==> src/hw/rtl/spc_fifo.sv <==
// short queue of finished block sums between front and back ends
`timescale 1ns / 1ps
module spc_fifo #(
  parameter int WIDTH = 144,
  parameter int DEPTH = 2
) (
  input  logic                       clk,
  input  logic                       rst_n,
  input  logic                       push,
  input  logic [WIDTH-1:0]           push_data,
  input  logic                       pop,
  output logic [WIDTH-1:0]           head_data,
  output logic                       not_empty,
  output logic [$clog2(DEPTH+1)-1:0] count
);
  localparam int PW = (DEPTH > 1) ? $clog2(DEPTH) : 1;
  localparam int CW = $clog2(DEPTH+1);

  logic [WIDTH-1:0] mem_r [DEPTH];
  logic [PW-1:0]    wr_ptr_r, wr_ptr_nxt;
  logic [PW-1:0]    rd_ptr_r, rd_ptr_nxt;
  logic [CW-1:0]    count_r, count_nxt;

  // pointer and count update
  always_comb begin
    wr_ptr_nxt = wr_ptr_r;
    rd_ptr_nxt = rd_ptr_r;
    count_nxt  = count_r;
    if (push) begin
      wr_ptr_nxt = (wr_ptr_r == PW'(DEPTH-1)) ? '0 : wr_ptr_r + 1'b1;
    end
    if (pop) begin
      rd_ptr_nxt = (rd_ptr_r == PW'(DEPTH-1)) ? '0 : rd_ptr_r + 1'b1;
    end
    if (push && !pop) begin
      count_nxt = count_r + 1'b1;
    end else if (pop && !push) begin
      count_nxt = count_r - 1'b1;
    end
  end

  always_ff @(posedge clk) begin
    if (!rst_n) begin
      wr_ptr_r <= '0;
      rd_ptr_r <= '0;
      count_r  <= '0;
    end else begin
      wr_ptr_r <= wr_ptr_nxt;
      rd_ptr_r <= rd_ptr_nxt;
      count_r  <= count_nxt;
    end
  end

  // entry storage
  always_ff @(posedge clk) begin
    if (push) begin
      mem_r[wr_ptr_r] <= push_data;
    end
  end

  assign head_data = mem_r[rd_ptr_r];
  assign not_empty = (count_r != '0);
  assign count     = count_r;

  // checks
  a_no_overflow: assert property (@(posedge clk) disable iff (!rst_n)
    (count_r == CW'(DEPTH)) |-> (!push || pop))
    else $error("queue push while full");
  a_no_underflow: assert property (@(posedge clk) disable iff (!rst_n)
    pop |-> (count_r != '0))
    else $error("queue pop while empty");
  a_count_bound: assert property (@(posedge clk) disable iff (!rst_n)
    count_r <= CW'(DEPTH))
    else $error("queue count out of range");

endmodule

==> config.mk <==
export PLATFORM = sky130hd
export DESIGN_NAME = spc_fifo
export DESIGN_NICKNAME = d
export VERILOG_FILES = /design/src/hw/rtl/spc_fifo.sv
export SDC_FILE = /design/constraint.sdc
export NUM_CORES = 1
export LEC_CHECK = 0
export BUFFER_PORTS_ARGS = -buffer_cell sky130_fd_sc_hd__clkbuf_2
export CAP_MARGIN = 15
export CORE_UTILIZATION = 39
export CTS_CLUSTER_DIAMETER = 80
export CTS_CLUSTER_SIZE = 14
export DETAILED_ROUTE_END_ITERATION = 8
export PLACE_DENSITY_LB_ADDON = 0.12
export SLEW_MARGIN = 40
export SYNTH_ARGS = -nofsm -noshare
export SYNTH_HDL_FRONTEND = slang
export SYNTH_SLANG_ARGS = --single-unit
export TNS_END_PERCENT = 20
==> constraint.sdc <==
create_clock -name clk -period 10.9 [get_ports clk]
set_input_delay 1.635 -clock clk [delete_from_list [all_inputs] [get_ports clk]]
set_output_delay 1.635 -clock clk [all_outputs]
set_load 0.005 [all_outputs]
Word level (Yosys, flattened, before mapping) --
Memories as Yosys holds them, arrays and structs flattened. A register that Yosys moved wholly into a read port is not among the register bits. Index checks and enable logic that the tools add are counted.
Word-level totals: bits in registers 4, bits in writable memories 288, input bits 148, output and inout port bits 147, logic and storage cells 22, memories 1
Memories:
- mem_r | words 2, width 144, rd ports 1, clocked after Yosys merged registers in 1, wr ports 1, RTL line 19 | logic [WIDTH-1:0] mem_r [DEPTH];
Cells by class: $add $sub $neg 4, multiplexer cells 8, reduce and logical (&&, ||, !) cells 6
Operators by type and width (number):
- 2-to-1 mux 1 bit | 6
- 2-to-1 mux 2 bit | 2
- nonzero test 2 bit | 2
- adder 1 bit, second input constant | 2
- adder 2 x 1 -> 2 bit, second input constant | 1
- logical AND 1 bit | 2
- logical NOT 1 bit | 2
- subtractor 2 x 1 -> 2 bit, second input constant | 1

Longest topological paths before layout --
word-level depth 4, gate-level depth with buffers 5, depth with buffers taken out 5

Least setup slack after synthesis --
No wires, ideal clock.
path type input-to-reg, start point input port push, end point memory mem_r[0][0] (enable), library setup time 0.666 ns, arrival time 7.898 ns, data required time 10.234 ns, slack 2.336 ns, stages 1, buffers on the path 0, cells stage by stage nor2b_1
On the way: longest elaborated chain between the ends 2
Ends and longest elaborated chain:
- start, declared | RTL line 9 | input logic push,
- 2-to-1 mux 1 bit | RTL line 56 | if (push) begin
- 2-to-1 mux 1 bit (implied by the code) | RTL line 57 | mem_r[wr_ptr_r] <= push_data;
- end, declared | RTL line 19
Every way passes these cells.

==> reports/metrics.csv <==
metric;value;unit
Final Core Density;49.47;%
Nets;928;
period utilization;38.74;%
slew at the pin closest to its max-slew limit;702.5;ps
first-pass GRT wire length;30680;um
Non-Filler Instances;1162;
DRC;0;
final-layout fill cell count;2317;
fin crit period;4222;ps
H-tree levels;1;
Die W;168.7;um
Net Sw Power;484.3;uW
CTS tree;yes;
sequential share of power;56.7;%
PwrDens;174.0;nW/um2
fmax;0.2368;GHz
Slew HR;53.17;%
TritonRoute pass-1 iters;4;
WL per Instance;17.77;um
reg2reg end;mem_r[1][38]$_DFFE_PP_;
Rows;60;
post-route setup TNS;0;ps
DP HPWL;13700;um
synthesized area per cell;23.11;um2
Slowest-stage cell, CP;dfxtp_4;
crit-path max FO;49;
die area;28460;um2
cts hold-fix bufs;0;
RSZ-0062 raised after global routing;no;
Synth cell types;17;
CTS Buf Count;24;
area growth from synthesis to layout;23.71;%
Post-Syn Instances;469;
worst skew pair latency;510;ps
Synth Net Count;618;
Max clock buf depth;3;
largest net degree at the start of global routing;146;
WP data arrival;2590;ps
final setup violating endpoints;0;
DR vias;5310;
Peak VDD IR;0.0001115;V
final setup skew;15.12;ps
min-delay src;count[1]$_SDFFE_PN0P_;
Worst Hold Class;register to register;
hold-critical path endpoint;count[1]$_SDFFE_PN0P_;
effective utilization at floorplan;39.99;%
Die Span Y;168.7;um
required time worst endpoint;9270;ps
sequential fraction of the synthesis area;80.72;%
Hold Violations, Final;0;
GRT Total Usage;14.11;%
vias in the first global route;5608;
post_cts resized;0;
cell-by-cell trace of the critical path;buf_4, mux2_2, clkbuf_2;
global route overflow;0;
crit path kind;register to primary output;
CTS sink count;293;
initial antenna violation count;1;
DRT Wirelength;20640;um
# Post-CTS Setup Buffers;0;
outcome;complete, no violations;
Inst Count DP;1124;
Sw Ratio;20.76;%
Final Max Tran Viols;0;
clock-pin slew on the worst setup and hold paths;60;ps
R2R Setup Slk;8060;ps
hold slack;528.2;ps
ANT nets after route;0;
hold depth;2;
Ports;295;
# Max-Cap Violations;0;
Initial DRC Count;314;
cell-internal power;1.849;mW
CORE AREA;27100;um2
Syn. warnings;0;
layout cell share with drive strength beyond 1;60.03;%
CTS root buffer;clkbuf_16;
Leakage;5.154;nW
worst r2r path cells;3;
reg2reg start;wr_ptr_r$_SDFFE_PN0P_;
Via density;4.570;
Seq cells post-synth;293;
logic gate share of total power;10.3;%
crit start category;register;
CP Capture Type;primary output;
clock share of power;33.0;%
I/O Buffers;294;
GPL Wtd Cong;0.7135;
Syn Std Cell Area;10840;um2
crit-path max cell delay;790;ps
## cell usage after synthesis (all sizes together)
master,count,area (um2)
or3,1,6.260
a21boi,1,7.510
edfxtp,288,8648
buf,16,130.1
dfxtp,5,100.1
xnor2,1,8.760
ha,1,12.51
and2,4,25.02
mux2,144,1847
nor2b,2,12.51
or2,1,6.260
o21ai,1,5.000
o21a,1,7.510
xor2,2,17.52
inv,1,3.750
## worst max path at each step
stage,to,slack [ps],cells past startpoint
finish,head_data[59],6680,3
global route,head_data[11],6500,3
CTS,head_data[11],6590,3
detailed placement,mem_r[1][13]$_DFFE_PP_,6680,4
global placement,mem_r[1][1]$_DFFE_PP_,6760,4
floorplan,mem_r[0][0]$_DFFE_PP_,2340,1
## power by group through the flow
stage | Combinational [mW] | Sequential, mW | Clock, mW
global route | 0.262 | 1.33 | 0.836
CTS | 0.245 | 1.32 | 0.800
floorplan | 0.138 | 1.35 | 0
detailed placement | 0.244 | 1.35 | 0
global placement | 0.240 | 1.34 | 0
finish | 0.241 | 1.32 | 0.770
## sequential cells by signal, indices dropped and copies added (netlist names), named ones only
| name | flops |
|---|---|
| wr_ptr_r | 1 |
| mem_r | 288 |
| count | 2 |
| rd_ptr_r | 1 |
## routing by layer
| layer | wire (um) | GRT usage, % | share of wire (%) | vias to the layer above |
|---|---|---|---|---|
| met5 | 0 | 0 | 0 | - |
| met4 | 243 | 3.004 | 1.2 | 0 |
| met3 | 2287 | 5.869 | 11 | 20 |
| met2 | 9620 | 22.85 | 47 | 224 |
| met1 | 8491 | 17.70 | 41 | 2586 |
| li1 | - | - | - | 2480 |
## per-stage QoR
step                area (um2)  setup slack (ps)  power [mW]
finish                   13410              6678       2.333
global route             13400              6499       2.426
CTS                      13380              6588       2.369
detailed placement       12710              6681       1.593
global placement         12710              6755       1.585
floorplan                10840              2336       1.485
## layout by cell type, fill, tap and decap left out, types with 2 or more instances in the layout
master,synthesis,routed
clkbuf_2,0,294
buf_4,0,3
clkbuf_16,0,25
xor2_1,2,2
edfxtp_1,288,288
diode_2,0,2
mux2_2,84,84
mux2_4,60,60
dfxtp_1,5,4
and2_1,4,3
clkbuf_1,0,10
## critical path, delay by kind of cell, from the launching register on
| family | cells | cell delay [ps] |
|---|---|---|
| buffers and inverters | 2 | 790 |
| DFF | 1 | 790 |
| muxes | 1 | 420 |
## area by class of cell
class / count / area [um2] / area share, %
flip-flops and latches: 293 / 8752 / 65.28
multi-input cells: 159 / 1966 / 14.66
well taps: 372 / 465.4 / 3.471
repair buffers: 300 / 1553 / 11.58
inverters: 1 / 3.754 / 0.02800
diodes: 2 / 5.005 / 0.03733
clock buffers: 35 / 663.1 / 4.946
## cell families (layout without fill, tap and decap cells)
kind of cell	after synthesis	after routing	synth area share [%]
flip-flops	293	293	80.72
multiplexers	144	144	17.04
buffers and inverters	17	336	1.235
AND/OR/NAND/NOR	8	8	0.4618
AO/OA/AOI/OAI	3	3	0.1847
XOR/XNOR	3	3	0.2425
adder cells (fa/ha/maj)	1	1	0.1154
other	0	2	0
Power figures use the tool's default switching activity.
