===== config.mk =====
export PLATFORM = sky130hd
export DESIGN_NAME = spc_front
export DESIGN_NICKNAME = d
export VERILOG_FILES = /design/src/hw/rtl/spc_pkg.sv /design/src/hw/rtl/spc_front.sv
export SDC_FILE = /design/constraint.sdc
export NUM_CORES = 2
export LEC_CHECK = 0
export BUFFER_PORTS_ARGS = -buffer_cell sky130_fd_sc_hd__buf_2
export CORE_ASPECT_RATIO = 0.5
export CORE_MARGIN = 5
export CORE_UTILIZATION = 40
export DETAILED_ROUTE_END_ITERATION = 12
export GPL_TIMING_DRIVEN = 0
export PLACE_DENSITY = 0.58
export SLEW_MARGIN = 20
export SYNTH_ARGS = -nofsm -noshare
export SYNTH_HDL_FRONTEND = slang
export SYNTH_SLANG_ARGS = --single-unit

===== constraint.sdc =====
create_clock -name clk -period 10.1 [get_ports clk]
set_clock_uncertainty 0.05 [all_clocks]
set_input_delay 1.01 -clock clk [delete_from_list [all_inputs] [get_ports clk]]
set_output_delay 1.01 -clock clk [all_outputs]
set_load 0.01 [all_outputs]

===== src/hw/rtl/spc_pkg.sv =====
// shared constants and types for the stereo phase correlation block
`timescale 1ns / 1ps
package spc_pkg;

  // default accumulator width
  localparam int ACC_WIDTH_DEF = 48;
  // entries in the queue between the front and back ends
  localparam int QUEUE_DEPTH = 2;
  // fraction bits of the result
  localparam int FRAC_BITS = 15;
  // register index of sample_stride
  localparam logic REG_SAMPLE_STRIDE = 1'b0;
  // reset value of sample_stride
  localparam logic [7:0] STRIDE_RESET = 8'd1;
  // result limits
  localparam logic [15:0] CORR_POS_MAX = 16'h7fff;
  localparam logic [15:0] CORR_NEG_MAX = 16'h8000;

  // back end sequencer states
  typedef enum logic [2:0] {
    ST_IDLE,
    ST_SQRT,
    ST_MUL,
    ST_CMP,
    ST_DIV,
    ST_DONE
  } back_state_t;

  // queue status seen by the front end
  typedef struct packed {
    logic [1:0] count;
    logic       push;
  } queue_ctl_t;

endpackage


===== src/hw/rtl/spc_front.sv =====
// front end: stride selection, products and saturating block sums
`timescale 1ns / 1ps
module spc_front #(
  parameter int ACC_WIDTH = spc_pkg::ACC_WIDTH_DEF
) (
  input  logic                   clk,
  input  logic                   rst_n,
  input  logic                   in_valid,
  output logic                   in_ready,
  input  logic signed [15:0]     left_sample,
  input  logic signed [15:0]     right_sample,
  input  logic                   last_sample,
  input  logic [7:0]             sample_stride,
  input  spc_pkg::queue_ctl_t    q_stat,
  output logic                   push,
  output logic [3*ACC_WIDTH-1:0] push_data
);
  import spc_pkg::*;

  localparam int AW = ACC_WIDTH;

  logic                 accept;
  logic [7:0]           stride;
  logic [7:0]           phase_r, phase_nxt, phase_inc;
  logic                 s1_valid_r, s1_acc_r, s1_last_r;
  logic signed [31:0]   px_r, pl_r, pr_r;
  logic signed [AW-1:0] cross_r, left_r, right_r;
  logic signed [AW-1:0] cross_nxt, left_nxt, right_nxt;
  logic signed [AW-1:0] cross_sum, left_sum, right_sum;

  // saturating add of a product to a sum
  function automatic logic signed [AW-1:0] sat_add(input logic signed [AW-1:0] a,
                                                   input logic signed [31:0] p);
    logic signed [AW:0] wide;
    wide = {a[AW-1], a} + {{(AW+1-32){p[31]}}, p};
    if (wide[AW] != wide[AW-1]) begin
      sat_add = wide[AW] ? {1'b1, {(AW-1){1'b0}}} : {1'b0, {(AW-1){1'b1}}};
    end else begin
      sat_add = wide[AW-1:0];
    end
  endfunction

  // room for one more block result, counting one still in the pipe
  assign in_ready = ({1'b0, q_stat.count} + {2'b0, s1_valid_r & s1_last_r})
                    < 3'(QUEUE_DEPTH);
  assign accept   = in_valid && in_ready;
  assign stride   = (sample_stride == '0) ? 8'd1 : sample_stride;

  // phase within the stride
  always_comb begin
    phase_inc = phase_r + 8'd1;
    phase_nxt = phase_r;
    if (accept) begin
      phase_nxt = (phase_inc >= stride || last_sample) ? 8'd0 : phase_inc;
    end
  end

  // stage 1: products
  always_ff @(posedge clk) begin
    if (!rst_n) begin
      phase_r    <= '0;
      s1_valid_r <= 1'b0;
    end else begin
      phase_r    <= phase_nxt;
      s1_valid_r <= accept;
    end
  end

  always_ff @(posedge clk) begin
    if (accept) begin
      s1_acc_r  <= (phase_r == 8'd0);
      s1_last_r <= last_sample;
      px_r      <= left_sample * right_sample;
      pl_r      <= left_sample * left_sample;
      pr_r      <= right_sample * right_sample;
    end
  end

  // stage 2: accumulate, hand off and clear at block end
  always_comb begin
    cross_sum = cross_r;
    left_sum  = left_r;
    right_sum = right_r;
    if (s1_acc_r) begin
      cross_sum = sat_add(cross_r, px_r);
      left_sum  = sat_add(left_r, pl_r);
      right_sum = sat_add(right_r, pr_r);
    end
    cross_nxt = cross_r;
    left_nxt  = left_r;
    right_nxt = right_r;
    if (s1_valid_r) begin
      cross_nxt = s1_last_r ? '0 : cross_sum;
      left_nxt  = s1_last_r ? '0 : left_sum;
      right_nxt = s1_last_r ? '0 : right_sum;
    end
  end

  always_ff @(posedge clk) begin
    if (!rst_n) begin
      cross_r <= '0;
      left_r  <= '0;
      right_r <= '0;
    end else begin
      cross_r <= cross_nxt;
      left_r  <= left_nxt;
      right_r <= right_nxt;
    end
  end

  assign push      = s1_valid_r && s1_last_r;
  assign push_data = {cross_sum, left_sum, right_sum};

  // checks
  a_phase_bound: assert property (@(posedge clk) disable iff (!rst_n)
    phase_r < stride || phase_r == 8'd0 || $past(sample_stride) != sample_stride)
    else $error("stride phase out of range");
  a_phase_restart: assert property (@(posedge clk) disable iff (!rst_n)
    (accept && last_sample) |=> (phase_r == 8'd0))
    else $error("phase not restarted after block end");
  a_energy_nonneg: assert property (@(posedge clk) disable iff (!rst_n)
    !left_r[AW-1] && !right_r[AW-1])
    else $error("energy sum negative");

endmodule


# Word-level counts from Yosys, hierarchy flattened
# Index checks and enable logic that the tools add are counted.
# op_classes
eq_ne,3
multipliers,3
magnitude_cmp,2
reduce_logical,5
addsub,5
bitwise_logic,1
mux,14
# ops
operator,count
$mux 48,12
$add 48x32->49,3
$mul 16x16->32,3
$logic_not 8->1,2
$mux 8,2
$add 8x1->8 const B,1
$ge 8x8->1,1
$add 2x1->3,1
$lt 3x2->1 const B,1
$ne 1x1->1,3
$logic_and 1x1->1,2
$and 1x1->1,1
$logic_or 1x1->1,1
# totals
elab_cells,43
register_bits,251

# Longest topological paths before layout
# depth
ltp_word,5
mapped_depth,26
mapped_depth_nobuf,25

# Worst setup path after synthesis
# Ideal clock, no wire load.
# synth_timing
path_type,input port to flip-flop
startpoint,input port right_sample[3]
endpoint,register pr_r[31] (data pin)
t_required_ns,9.790
setup_time_ns,0.260
slack_ns,2.686
stages,23
arrival_time_ns,7.104
path_cell_list,clkbuf_1 > clkbuf_1 > nand2_1 > fa_1 > fa_1 > fa_1 > inv_1 > fa_1 > fa_1 > inv_1 > fa_1 > inv_1 > ha_1 > and3_1 > a31oi_1 > o21ai_0 > a31oi_1 > nor3_1 > o311ai_0 > a31oi_1 > o21a_1 > a311o_1 > xnor2_1
# synth_between
elab_chain_cells,1
# synth_rtl
item,line,rtl
from (decl),spc_front.sv:11,"input logic signed [15:0] right_sample,"
$mul 16x16->32,spc_front.sv:75,pr_r <= right_sample * right_sample;
to (signal assigned),spc_front.sv:75,
to (decl),spc_front.sv:26,"logic signed [31:0] px_r, pl_r, pr_r;"
# No other way between the ends.
# A chain may end at the register's enable or synchronous reset.

# Worst setup path after layout
# layout_timing
startpoint,input port left_sample[9]
endpoint,register px_r[31] (data pin)
# layout_between
elab_chain_cells,1
# layout_rtl
item,line,rtl
from (decl),spc_front.sv:10,"input logic signed [15:0] left_sample,"
$mul 16x16->32,spc_front.sv:73,px_r <= left_sample * right_sample;
to (signal assigned),spc_front.sv:73,
to (decl),spc_front.sv:26,
# No other way between the ends.

==> impl_metrics.env <==
export IMPL_synth_top_family_by_area="adder cells"
export IMPL_synthAdderAreaFrac=0.4320
export IMPL_netlist_instances=5241
export IMPL_dp_cells=6937
export IMPL_fmax_mhz=101.9
export IMPL_tightestPinTransition_ns=1.304
export IMPL_reg2reg_from="px_r[31]"
export IMPL_met2WireLength_um=63120
export IMPL_avgSynthCellArea_um2=8.757
export IMPL_antenna_found_initial=11
export IMPL_drt_met1_wl_um=65400
export IMPL_setup_tns_ns=0
export IMPL_hold_viol=0
export IMPL_cp_required_ns=10.22
export IMPL_cts_made_buffers=35
export IMPL_postRouteAntennaNets=0
export IMPL_rows=87
export IMPL_clkTransAtPathRegs_ns=0.05
export IMPL_setup_viol=0
export IMPL_grt_pass1_vias=38310
export IMPL_r2r_cells=13
export IMPL_vias_per_cell=5.374
export IMPL_yosys_area_share_simple=0.1308
export IMPL_cts_sinks=249
export IMPL_grt_max_degree=85
export IMPL_ys_flop_type="dfxtp_1"
export IMPL_crit_slowest_cell="xnor2_1"
export IMPL_place_congestion=0.9635
export IMPL_yosysSeqAreaShare=0.1295
export IMPL_synth_fp_nets=6436
export IMPL_maxSlewHeadroom=0.1241
export IMPL_track_usage=0.2317
export IMPL_port_buffers=182
export IMPL_dpl_hpwl_um=117900
export IMPL_outcome="finished, final reports clean"
export IMPL_synth_top_cell_area_share=0.3175
export IMPL_h_tree_depth=2
export IMPL_crit_path_start="left_sample[9]"
export IMPL_core_area_um2=113300
export IMPL_firstDrtPassIters=5
export IMPL_synth_area_mux_share=0.002835
export IMPL_path_class="in -> reg"
export IMPL_cts_buffer_depth=3
export IMPL_period_share=0.9716
export IMPL_drv_slew=0
export IMPL_grt_pass1_wl_um=221300
export IMPL_initial_utilization=0.4050
export IMPL_drc=0
export IMPL_hold_class="reg -> reg"
export IMPL_yosysTopAreaCell="fa_1"
export IMPL_crit_chain="buf_2 -> clkbuf_1 -> clkbuf_1 -> nand2_1 -> fa_1 -> fa_1 -> fa_1 -> inv_1 -> fa_1 -> fa_1 -> inv_1 -> fa_1 -> inv_1 -> ha_1 -> nand2_1 -> nor2_1 -> nand2_1 -> o31ai_1 -> a41oi_1 -> a311oi_1 -> a41oi_1 -> nand2b_1 -> a221oi_1 -> xnor2_1"
export IMPL_overflow=0
export IMPL_fp_dieH_um=249.5
export IMPL_period_needed_ns=9.813
export IMPL_critPathMaxStageDelay_ns=1.02
export IMPL_path_max_fanout=10
export IMPL_top_layer="met4"
export IMPL_fin_nets=6656
export IMPL_area_growth_pct=8.672
export IMPL_holdBufCountCts=0
export IMPL_dr_total_vias=37650
export IMPL_clkLatencyLatePin_ns=0.55
export IMPL_wl_per_cell_um=20.39
export IMPL_met3_length_um=11020
export IMPL_drive_above_1_share=0.06183
export IMPL_synth_edf_count=96
export IMPL_rsz0062_at_grt="false"
export IMPL_dieArea_um2=122000
export IMPL_ios=193
export IMPL_instances_no_fill=7005
export IMPL_synth_compound_area_frac=0.1539
export IMPL_start_kind="input port"
export IMPL_syn_area_um2=45900
export IMPL_post_cts_buffers=0
export IMPL_async_flop_share=0
export IMPL_die_width_um=489.1
export IMPL_postRouteWirelength_um=142800
export IMPL_n_fill_cell=11310
export IMPL_final_util=0.4402
export IMPL_ys_ff_latch=249
export IMPL_post_cts_resized=0
export IMPL_critPathArrivalTime_ns=9.93
export IMPL_crit_end="px_r[31]"
export IMPL_crit_top_cell="fa_1"
export IMPL_cts_tree="done"
export IMPL_r2r_end="cross_r[21]"
export IMPL_rrSetupSlack_ns=5.78
export IMPL_first_iter_violations=2696
export IMPL_synth_xor_area_frac=0.04847
export IMPL_cts_root_buf="clkbuf_16"
export IMPL_yosysWarnings=0
export IMPL_endpoint_kind="flip-flop"
export IMPL_synth_distinct_cells=96
export IMPL_synth_area_leaders="fa_1 32%, ha_1 11%, inv_1 8.0%"
export IMPL_cap_viol_max_count=0
==> final cells by class <==
class	instances	area, µm²	area share
timing repair buffer	183	938.4	0.01881
inverter	986	3706	0.07430
tap	1513	1893	0.03795
buffer	232	999.7	0.02004
clock buffer	48	987.2	0.01979
multi-input combinational	3774	35260	0.7069
sequential	249	5946	0.1192
antenna	9	22.52	0.0004515
clock inverter	11	126.4	0.002534
==> kinds of logic (layout without fill, tap and decap cells) <==
group / Yosys count / count (layout)
XOR/XNOR: 254 / 254
adder cells (fa/ha/maj): 1148 / 1148
AO/OA/AOI/OAI: 1039 / 1039
flip-flops: 249 / 249
other: 0 / 9
multiplexers: 10 / 10
buffers and inverters: 1218 / 1460
AND/OR/NAND/NOR: 1323 / 1323
==> placed cells by master, fill, tap and decap left out, drive strengths merged, types with 14 or more instances in the layout <==
cell type / instances
inv: 980
fa: 728
nand2: 547
ha: 420
nor2: 347
a21oi: 238
clkbuf: 238
buf: 225
o21ai: 222
xnor2: 185
and2: 170
dfxtp: 153
a21o: 131
o2bb2ai: 106
edfxtp: 96
xor2: 69
o21bai: 50
nand3: 49
a211oi: 39
a22o: 37
nor3: 37
and3: 36
nand4: 34
a31oi: 33
nor2b: 32
o21a: 31
nand2b: 31
o211ai: 21
a31o: 17
clkinv: 14
==> routing by layer <==
layer	track usage	vias up
met5	0	-
met4	0.05123	0
met3	0.04735	176
met2	0.3606	1177
met1	0.3326	18920
li1	-	17370
==> synth_stat cells (11+ instances only) <==
library cell / instances
a211o_1: 11
a211oi_1: 37
a21o_1: 130
a21oi_1: 235
a22o_1: 37
a31o_2: 17
a31oi_1: 31
and2_1: 168
and3_1: 35
buf_2: 25
clkbuf_1: 187
dfxtp_1: 153
edfxtp_1: 96
fa_1: 728
ha_1: 420
inv_1: 973
nand2_1: 543
nand2b_1: 31
nand3_1: 49
nand4_1: 34
nor2_1: 347
nor2b_1: 31
nor3_1: 36
o211ai_1: 20
o21a_1: 31
o21ai_0: 146
o21ai_1: 76
o21bai_1: 49
o2bb2ai_1: 106
o31ai_1: 12
or3_1: 11
xnor2_1: 185
xor2_1: 69
==> flip-flops by register name (all words and copies together) (netlist names) <==
signal and count:
cross_r 48, left_r 48, phase_r 8, pl_r 31, pr_r 31, px_r 32, right_r 48, s1_acc_r 1
s1_last_r 1, s1_valid_r 1
==> worst min-delay path by stage <==
stage,startpoint,endpoint,slack [ns],depth (start not counted)
6_report,cross_r[39],cross_r[39],0.42,2
4_1_cts,cross_r[39],cross_r[39],0.42,2
2_1_floorplan,right_r[0],right_r[0],0.39,2
3_3_place_gp,right_r[16],right_r[16],0.40,2
3_5_place_dp,right_r[15],right_r[15],0.41,2
5_1_grt,right_r[33],right_r[33],0.44,2
==> per-stage QoR <==
| step | setup slack (ns) | cell area [µm²] | hold slack, ns |
|---|---|---|---|
| 2_1_floorplan | 2.686 | 45900 | 0.3946 |
| 3_5_place_dp | 0.1288 | 48730 | 0.4149 |
| 3_3_place_gp | 0.1816 | 48700 | 0.4047 |
| 6_report | 0.2868 | 49880 | 0.4198 |
| 5_1_grt | 0.2272 | 49860 | 0.4413 |
| 4_1_cts | 0.7029 | 49850 | 0.4216 |
==> worst max-delay path, delay by kind of cell <==
kind / cells / cell delay (ns)
simple gates: 5 / 0.58
fa+ha+maj: 7 / 3.35
xor+xnor: 1 / 1.02
buf+inv: 6 / 1.76
compound gates: 5 / 2.20
Power is not shown: default switching activity piles up to over one toggle a cycle in this logic, so the estimate is an artifact.
