$ cat config.mk
export PLATFORM = sky130hd
export DESIGN_NAME = spc_back
export DESIGN_NICKNAME = d
export VERILOG_FILES = /design/src/hw/rtl/spc_pkg.sv /design/src/hw/rtl/spc_back.sv
export SDC_FILE = /design/constraint.sdc
export NUM_CORES = 2
export LEC_CHECK = 0
export BUFFER_PORTS_ARGS = -buffer_cell sky130_fd_sc_hd__buf_4
export CELL_PAD_IN_SITES_DETAIL_PLACEMENT = 1
export CELL_PAD_IN_SITES_GLOBAL_PLACEMENT = 1
export CORE_MARGIN = 10
export CORE_UTILIZATION = 54
export CTS_BUF_LIST = sky130_fd_sc_hd__clkbuf_2
export DETAILED_ROUTE_END_ITERATION = 10
export HOLD_SLACK_MARGIN = 0.05
export PLACE_DENSITY_LB_ADDON = 0.1
export SLEW_MARGIN = 15
export SYNTH_ARGS = -nofsm -noshare
export SYNTH_HDL_FRONTEND = slang
export SYNTH_SLANG_ARGS = --single-unit
$ cat constraint.sdc
create_clock -name clk -period 18.32 [get_ports clk]
set_input_delay 0.916 -clock clk [delete_from_list [all_inputs] [get_ports clk]]
set_output_delay 0.916 -clock clk [all_outputs]
set_load 0.005 [all_outputs]
$ cat src/hw/rtl/spc_pkg.sv
// shared constants and types for the stereo phase correlation block
`timescale 1ns / 1ps
package spc_pkg;

  // default accumulator width
  localparam int ACC_WIDTH_DEF = 48;
  // entries in the queue between the front and back ends
  localparam int QUEUE_DEPTH = 2;
  // fraction bits of the result
  localparam int FRAC_BITS = 15;
  // register index of sample_stride
  localparam logic REG_SAMPLE_STRIDE = 1'b0;
  // reset value of sample_stride
  localparam logic [7:0] STRIDE_RESET = 8'd1;
  // result limits
  localparam logic [15:0] CORR_POS_MAX = 16'h7fff;
  localparam logic [15:0] CORR_NEG_MAX = 16'h8000;

  // back end sequencer states
  typedef enum logic [2:0] {
    ST_IDLE,
    ST_SQRT,
    ST_MUL,
    ST_CMP,
    ST_DIV,
    ST_DONE
  } back_state_t;

  // queue status seen by the front end
  typedef struct packed {
    logic [1:0] count;
    logic       push;
  } queue_ctl_t;

endpackage

$ cat src/hw/rtl/spc_back.sv
// back end: square roots, product of roots and quotient per block
`timescale 1ns / 1ps
module spc_back #(
  parameter int ACC_WIDTH = spc_pkg::ACC_WIDTH_DEF
) (
  input  logic                   clk,
  input  logic                   rst_n,
  input  logic                   q_valid,
  input  logic [3*ACC_WIDTH-1:0] q_data,
  output logic                   pop,
  output logic                   out_valid,
  input  logic                   out_ready,
  output logic signed [15:0]     correlation,
  output logic                   silent
);
  import spc_pkg::*;

  localparam int AW = ACC_WIDTH;
  localparam int SW = (AW + 1) / 2;
  localparam int VW = 2 * SW;
  localparam int CW = $clog2(((SW > FRAC_BITS) ? SW : FRAC_BITS) + 1);

  back_state_t   state_r, state_nxt;
  logic [AW-1:0] cross_in, left_in, right_in;
  logic [VW-1:0] vl_r, vl_nxt, vr_r, vr_nxt;
  logic [VW-1:0] rl_r, rl_nxt, rr_r, rr_nxt;
  logic [VW-1:0] bit_r, bit_nxt;
  logic [VW-1:0] tl, tr;
  logic [CW-1:0] cnt_r, cnt_nxt;
  logic [AW-1:0] mag_r, mag_nxt;
  logic          neg_r, neg_nxt;
  logic          silent_r, silent_nxt;
  logic          sat_r, sat_nxt;
  logic [VW-1:0] d_r, d_nxt;
  logic [VW:0]   rem_r, rem_nxt, rem_sh;
  logic [14:0]   q_r, q_nxt;
  logic [15:0]   corr_val;
  logic          out_valid_r, out_valid_nxt;
  logic [15:0]   corr_r, corr_nxt;
  logic          out_silent_r, out_silent_nxt;

  assign {cross_in, left_in, right_in} = q_data;
  assign tl     = rl_r + bit_r;
  assign tr     = rr_r + bit_r;
  assign rem_sh = {rem_r[VW-1:0], 1'b0};

  // signed result from magnitude and sign
  always_comb begin
    if (silent_r) begin
      corr_val = '0;
    end else if (sat_r) begin
      corr_val = neg_r ? CORR_NEG_MAX : CORR_POS_MAX;
    end else begin
      corr_val = neg_r ? (16'd0 - {1'b0, q_r}) : {1'b0, q_r};
    end
  end

  // sequencer
  always_comb begin
    state_nxt      = state_r;
    vl_nxt         = vl_r;
    vr_nxt         = vr_r;
    rl_nxt         = rl_r;
    rr_nxt         = rr_r;
    bit_nxt        = bit_r;
    cnt_nxt        = cnt_r;
    mag_nxt        = mag_r;
    neg_nxt        = neg_r;
    silent_nxt     = silent_r;
    sat_nxt        = sat_r;
    d_nxt          = d_r;
    rem_nxt        = rem_r;
    q_nxt          = q_r;
    pop            = 1'b0;
    out_valid_nxt  = out_valid_r && !out_ready;
    corr_nxt       = corr_r;
    out_silent_nxt = out_silent_r;
    unique case (state_r)
      ST_IDLE: begin
        if (q_valid) begin
          pop        = 1'b1;
          vl_nxt     = VW'(left_in);
          vr_nxt     = VW'(right_in);
          rl_nxt     = '0;
          rr_nxt     = '0;
          bit_nxt    = VW'(1) << (VW - 2);
          cnt_nxt    = CW'(SW);
          neg_nxt    = cross_in[AW-1];
          mag_nxt    = cross_in[AW-1] ? (AW'(0) - cross_in) : cross_in;
          sat_nxt    = 1'b0;
          q_nxt      = '0;
          silent_nxt = left_in[AW-1] || left_in == '0 ||
                       right_in[AW-1] || right_in == '0;
          state_nxt  = silent_nxt ? ST_DONE : ST_SQRT;
        end
      end
      ST_SQRT: begin
        // one digit pair of both roots per cycle
        if (vl_r >= tl) begin
          vl_nxt = vl_r - tl;
          rl_nxt = (rl_r >> 1) + bit_r;
        end else begin
          rl_nxt = rl_r >> 1;
        end
        if (vr_r >= tr) begin
          vr_nxt = vr_r - tr;
          rr_nxt = (rr_r >> 1) + bit_r;
        end else begin
          rr_nxt = rr_r >> 1;
        end
        bit_nxt = bit_r >> 2;
        cnt_nxt = cnt_r - 1'b1;
        if (cnt_r == CW'(1)) begin
          state_nxt = ST_MUL;
        end
      end
      ST_MUL: begin
        d_nxt     = VW'(rl_r[SW-1:0]) * VW'(rr_r[SW-1:0]);
        state_nxt = ST_CMP;
      end
      ST_CMP: begin
        rem_nxt = (VW+1)'(mag_r);
        cnt_nxt = CW'(FRAC_BITS);
        if ((VW+1)'(mag_r) >= {1'b0, d_r}) begin
          sat_nxt   = 1'b1;
          state_nxt = ST_DONE;
        end else begin
          state_nxt = ST_DIV;
        end
      end
      ST_DIV: begin
        // restoring division, one quotient bit per cycle
        if (rem_sh >= {1'b0, d_r}) begin
          rem_nxt = rem_sh - {1'b0, d_r};
          q_nxt   = {q_r[13:0], 1'b1};
        end else begin
          rem_nxt = rem_sh;
          q_nxt   = {q_r[13:0], 1'b0};
        end
        cnt_nxt = cnt_r - 1'b1;
        if (cnt_r == CW'(1)) begin
          state_nxt = ST_DONE;
        end
      end
      ST_DONE: begin
        if (!out_valid_r || out_ready) begin
          out_valid_nxt  = 1'b1;
          corr_nxt       = corr_val;
          out_silent_nxt = silent_r;
          state_nxt      = ST_IDLE;
        end
      end
      default: state_nxt = ST_IDLE;
    endcase
  end

  always_ff @(posedge clk) begin
    if (!rst_n) begin
      state_r     <= ST_IDLE;
      out_valid_r <= 1'b0;
    end else begin
      state_r     <= state_nxt;
      out_valid_r <= out_valid_nxt;
    end
  end

  // datapath registers
  always_ff @(posedge clk) begin
    vl_r         <= vl_nxt;
    vr_r         <= vr_nxt;
    rl_r         <= rl_nxt;
    rr_r         <= rr_nxt;
    bit_r        <= bit_nxt;
    cnt_r        <= cnt_nxt;
    mag_r        <= mag_nxt;
    neg_r        <= neg_nxt;
    silent_r     <= silent_nxt;
    sat_r        <= sat_nxt;
    d_r          <= d_nxt;
    rem_r        <= rem_nxt;
    q_r          <= q_nxt;
    corr_r       <= corr_nxt;
    out_silent_r <= out_silent_nxt;
  end

  assign out_valid   = out_valid_r;
  assign correlation = corr_r;
  assign silent      = out_silent_r;

  // checks
  a_silent_zero: assert property (@(posedge clk) disable iff (!rst_n)
    (out_valid_r && out_silent_r) |-> (corr_r == '0))
    else $error("silent result with nonzero correlation");
  a_pop_idle: assert property (@(posedge clk) disable iff (!rst_n)
    pop |-> (state_r == ST_IDLE && q_valid))
    else $error("queue pop outside idle");
  a_div_quot: assert property (@(posedge clk) disable iff (!rst_n)
    (state_r == ST_DIV) |-> (rem_r < {1'b0, d_r}))
    else $error("division remainder not below divisor");

endmodule

* Yosys cells after proc, flatten, opt, wreduce, memory -nomap -nowiden *
Cells that the tools add are included.
Widths: inputs -> output; s select.

cells by class
  add/subtract/negate cells = 10
  multiply operators = 1
  magnitude comparators = 4
  eq/ne operators = 13
  reductions and logical operators = 25
  mux-type cells = 38

operator list
  cell                   count
  $pmux 48 s2            6
  $mux 48                9
  $ge 48x48->1           3
  $sub 48x48->48         3
  $add 47x48->48         2
  $add 48x48->48         2
  $logic_not 48->1       2
  $ge 49x48->1           1
  $mul 24x24->48         1
  $mux 16                3
  $sub 1x48->48 const A  1
  $mux 47                1
  $pmux 15 s2            1
  $pmux 3 s6             1
  $sub 1x15->16 const A  1
  $mux 15                1
  $mux 3                 5
  $pmux 5 s3             1
  $ne 2x2->1 const B     7
  $reduce_and 2->1       5
  $reduce_and 3->1       3
  $mux 1                 8
  $reduce_bool 2->1      4
  $eq 3x2->1 const B     2
  other kinds (13)       18

word-level totals
  output and inout bits = 19
  register bits = 428
  logic and storage cells = 109

* Depth between registers and ports, before layout *
  depth in word-level cells = 7
  depth in mapped cells = 30

* Worst setup path after synthesis *
Ideal clock, no wire load.

  path kind = register -> register
  from = reg rl_r[2]
  to = reg vl_r[0] (enable)
  clock period less this slack = 8.768 ns
  setup time = 0.520 ns
  buffers on the path = 3
  setup slack = 9.552 ns
  stages on the path, launching flop included = 20
  arrival time = 8.248 ns
  data required time = 17.800 ns
  cell sequence = edfxtp_1 -> ha_1 -> a31o_2 -> a31oi_1 -> o21ai_0 -> a41o_1 -> o22a_1 -> a21o_1 -> a31oi_1 -> xor2_1 -> ha_1 -> clkbuf_1 -> nand4_1 -> or2_2 -> or4_1 -> o311a_1 -> o22a_1 -> clkbuf_1 -> clkbuf_1 -> o21ai_0

between the ends
  word-level cells in the longest chain between the ends = 4

ends and longest elaborated chain
  element                     line             text
  start, declared             spc_back.sv:26   logic [VW-1:0] rl_r, rl_nxt, rr_r, rr_nxt;
  start signal, assigned      spc_back.sv:171  rl_r <= rl_nxt;
  $add 48x48->48              spc_back.sv:43   assign tl = rl_r + bit_r;
  $ge 48x48->1                spc_back.sv:99   if (vl_r >= tl) begin
  $ne 2x2->1 (no line)        --
  $reduce_and 3->1 (no line)  --
  end signal, assigned        spc_back.sv:169  vl_r <= vl_nxt;
  end, declared               spc_back.sv:25   logic [VW-1:0] vl_r, vl_nxt, vr_r, vr_nxt;

Every way passes these cells.
A chain may end at the register's enable or synchronous reset.

* Worst setup path in the final report *
  from = reg rl_r[12]
  to = reg d_r[41] (data pin)

between the ends
  word-level cells in the longest chain between the ends = 1

ends and longest elaborated chain
  element               line             text
  $mul 24x24->48        spc_back.sv:118  d_nxt = VW'(rl_r[SW-1:0]) * VW'(rr_r[SW-1:0]);
  end signal, assigned  spc_back.sv:179  d_r <= d_nxt;
  end, declared         spc_back.sv:34   logic [VW-1:0] d_r, d_nxt;

Every way passes these cells.

==> run summary <==
The tools report the initial antenna violation count as 11. At the later pin of the worst-skew pair, clock insertion delay measures 1.44 ns. Post-CTS timing repair inserted 0 buffers for setup. From left edge to right edge, the die measures 328 µm.

The final worst clock skew is 0.242 ns. Summed over all nets, wire length on met3 after detailed routing comes to 7.23 mm. Of all nets on the critical path, the largest fanout is 17. Total negative slack for setup checks: 0 ns.

The async set or reset register ratio after synthesis is 0. Yosys printed 0 warnings. In the final routed layout, each cell accounts on average for 22.4 µm.

For this block, the via count after detailed routing is 43660. The highest metal layer used by the detailed router is met5. The routed design has 165 mm of wire. The maximum number of pins on one net before global-route repair is 101, and the final layout net count is 7090. Clock-pin slew was measured on the worst setup and hold paths at 0.20 ns. The number of search-and-repair iterations in the first detailed-routing pass is 6. For the number of pins with negative max-slew slack in the final report, the log shows 0. Counting the fill cells in the layout gives 11019.

The tools report the critical path startpoint category as a register. The number of sinks on the clock net is 404. The run finished with clean final reports.

Detailed routing placed a total of 84.6 mm of wire on met2. For this run the aggregate overflow at the end of global routing stands at 0. The headroom to the max-slew limit came out at 0.131. Derived from the worst setup path, the maximum achievable clock frequency is 0.117 GHz. By area the synthesized netlist is led by edfxtp_1, fa_1, ha_1. The standard-cell row count was 113.

The area share of the largest cell type after synthesis works out to 0.234. STA classifies the critical path endpoint as a register. Once detail routing completed, the nets flagged for antenna violations numbered 0. The synthesized area per cell works out to 8.92 µm².

The tools report the wire length on met1 as 65.4 mm. The start-to-end type of the worst setup path was register to register. After synthesis, the netlist uses 79 different library cells. The worst hold path passes through 4 cells. After synthesis the netlist holds a flip-flop and latch count of 404.

After synthesis the cells add up to 0.0513 mm². TritonCTS built the clock tree. The count of input and output buffers came out at 166.

The wire length of the first global-routing pass came out at 262 mm. Commonest register cell after synthesis: edfxtp_1. The die boundary height was 328 µm; the via count of the first global-routing pass was 48332. After routing the design area is 0.0565 mm². The post-layout minimum cycle time is 8.54 ns, and the core outline area is 0.0947 mm². The most common cell in the netlist was nand2_1.

The post-synthesis to final-layout area growth was 10.1%. The biggest area contributor in the post-synthesis netlist is edfxtp_1. Post-detailed-route DRC marker count: 0.

The share of the clock period used by the worst path was 0.466. The clock tree buffer depth is 3, and the iteration-0 DRC count of the detailed router is 2629. The fraction of layout cells with a size suffix above 1 is 0.0796, and the H-tree depth is 3. The tools report the number of nets produced by synthesis as 6857. Summing all placed instances gives a cell area of 0.0536 mm². The wire-length estimate of the detail-placed layout is 122 mm. The worst hold path belongs to the class primary input to register. Synthesis handed over a netlist of 5754 instances.

For the worst setup path, the data arrival time is 9.54 ns. The floorplan step defined a die boundary enclosing 0.108 mm². In this run the count of I/O pins placed on the die edge is 167. The congestion estimate from routability-driven global placement came to 0.901. The post-layout utilization of the core was 0.597. The fraction of the yosys area taken by sequential cells is 0.236, and the actual transition at the worst max-transition pin is 1.29 ns.

The final setup violation count came out at 0. The initial core utilization is 0.542. Setup repair after global routing left no endpoint under its margin. The total routing resource utilization after global routing was 0.302.

Counting flops with a built-in enable in the synthesized netlist gives 400. Dividing the detail-routed via count by the number of cells gives 5.93. Counting cells, the worst reg-to-reg path comes to 26. Clock tree synthesis selected as its root buffer the cell clkbuf_2. The number of CTS-inserted buffers is 118. Data on the critical path is required at its endpoint by 19.32 ns. For the count of final hold-check violations, the log shows 0. By count the netlist is led by nand2_1, inv_1, fa_1.

The run gives 0 as the number of max-cap violations.
layout by cell type (no fill, tap or decap), types with 29 or more instances in the layout:
cell,Yosys,layout
o21a_1,39,38
a31oi_1,98,98
dlygate4sd3_1,0,174
a31o_2,29,29
clkinv_1,0,36
o21ai_0,320,319
clkbuf_2,0,162
nor2_1,311,311
a21o_1,174,174
xor2_1,185,185
nor4_1,39,39
buf_4,0,226
fa_1,485,485
o21bai_1,50,50
inv_1,656,654
nand3_1,62,62
and2_1,322,322
nand2_1,720,716
and3_1,41,41
edfxtp_1,400,400
nand4_1,73,73
nor3_1,48,47
a211oi_1,58,58
xnor2_1,208,208
ha_1,470,470
o31ai_1,42,42
a21oi_1,308,307
nor2b_1,49,48
path summary, 6_finish.rpt:
path / slack (ns) / to / from
setup / recovery: 9.78 / d_r[41]$_DFFE_PP_ / rl_r[12]$_SDFFCE_PN0P_
hold / removal: 0.29 / vl_r[24]$_DFFE_PP_ / q_data[72]
setup reg to reg: 9.78 / d_r[41]$_DFFE_PP_ / rl_r[12]$_SDFFCE_PN0P_
hold reg to reg: 0.50 / rem_r[9]$_DFFE_PN_ / mag_r[9]$_DFFE_PP_
timing repair:
| item | in CTS | in global routing |
|---|---|---|
| hold buffers | 174 | 0 |
| resized for setup | 0 | 0 |
| endpoints found under the hold margin | 149 | 0 |
per-stage QoR:
stage | std cells | hold slack, ns | worst slack, ns
6_report | 7361 | 0.292 | 9.78
5_1_grt | 7359 | 0.299 | 9.38
4_1_cts | 7348 | 0.134 | 9.81
3_5_place_dp | 6958 | 0.536 | 10.05
3_3_place_gp | 6958 | 0.531 | 10.26
2_1_floorplan | 5754 | 0.424 | 9.55
critical path: stages (launching register included):
cell      delay (ns)
edfxtp_1        0.80
buf_4           0.36
nand2_1         0.11
fa_1            0.53
inv_1           0.06
fa_1            0.50
inv_1           0.07
fa_1            0.56
inv_1           0.07
fa_1            0.50
inv_1           0.06
fa_1            0.53
inv_1           0.05
fa_1            0.47
inv_1           0.06
fa_1            0.49
inv_1           0.05
ha_1            0.37
and3_1          0.23
nand4_1         0.11
o21ai_0         0.51
a21boi_0        0.33
o21ai_0         0.42
a21oi_1         0.23
o31ai_1         0.35
a31oi_1         0.16
xnor2_1         0.14
final cells by class:
| class | instances | area (µm²) | area share |
|---|---|---|---|
| Multi-Input combinational cell | 4407 | 35800 | 0.633 |
| Sequential cell | 404 | 12100 | 0.214 |
| Timing Repair Buffer | 400 | 3440 | 0.0608 |
| Inverter | 656 | 2470 | 0.0437 |
| Tap cell | 1265 | 1580 | 0.0280 |
| Clock buffer | 162 | 811 | 0.0143 |
| Clock inverter | 54 | 309 | 0.00547 |
| Antenna cell | 13 | 32.5 | 0.000576 |
sequential cells by signal, summed over array words and instances, names as in the netlist, 3 cells and up:
| register | flops |
|---|---|
| correlation | 16 |
| cnt_r | 5 |
| vr_r | 48 |
| mag_r | 48 |
| rem_r | 48 |
| d_r | 48 |
| q_r | 15 |
| state_r | 3 |
| rl_r | 48 |
| rr_r | 48 |
| bit_r | 24 |
| vl_r | 48 |
per-layer routing:
| layer | track usage | up-vias |
|---|---|---|
| met3 | 0.0393 | 408 |
| li1 | - | 20094 |
| met1 | 0.352 | 21973 |
| met2 | 0.549 | 1183 |
| met5 | 0 | - |
| met4 | 0.133 | 2 |
cells by family (layout without fill, tap and decap cells):
logic type	count (synthesis)	after routing	share of synthesized area
multiplexers	16	16	0.00319
buffers and inverters	943	1272	0.0690
AND/OR/NAND/NOR	1787	1787	0.167
flip-flops	404	404	0.236
adder cells (fa/ha/maj)	955	955	0.304
other	0	13	0
AO/OA/AOI/OAI	1256	1256	0.154
XOR/XNOR	393	393	0.0670
Power is left out: the tool's default activity adds up to more than one toggle a clock period on the data nets, which glitch-free logic cannot reach.
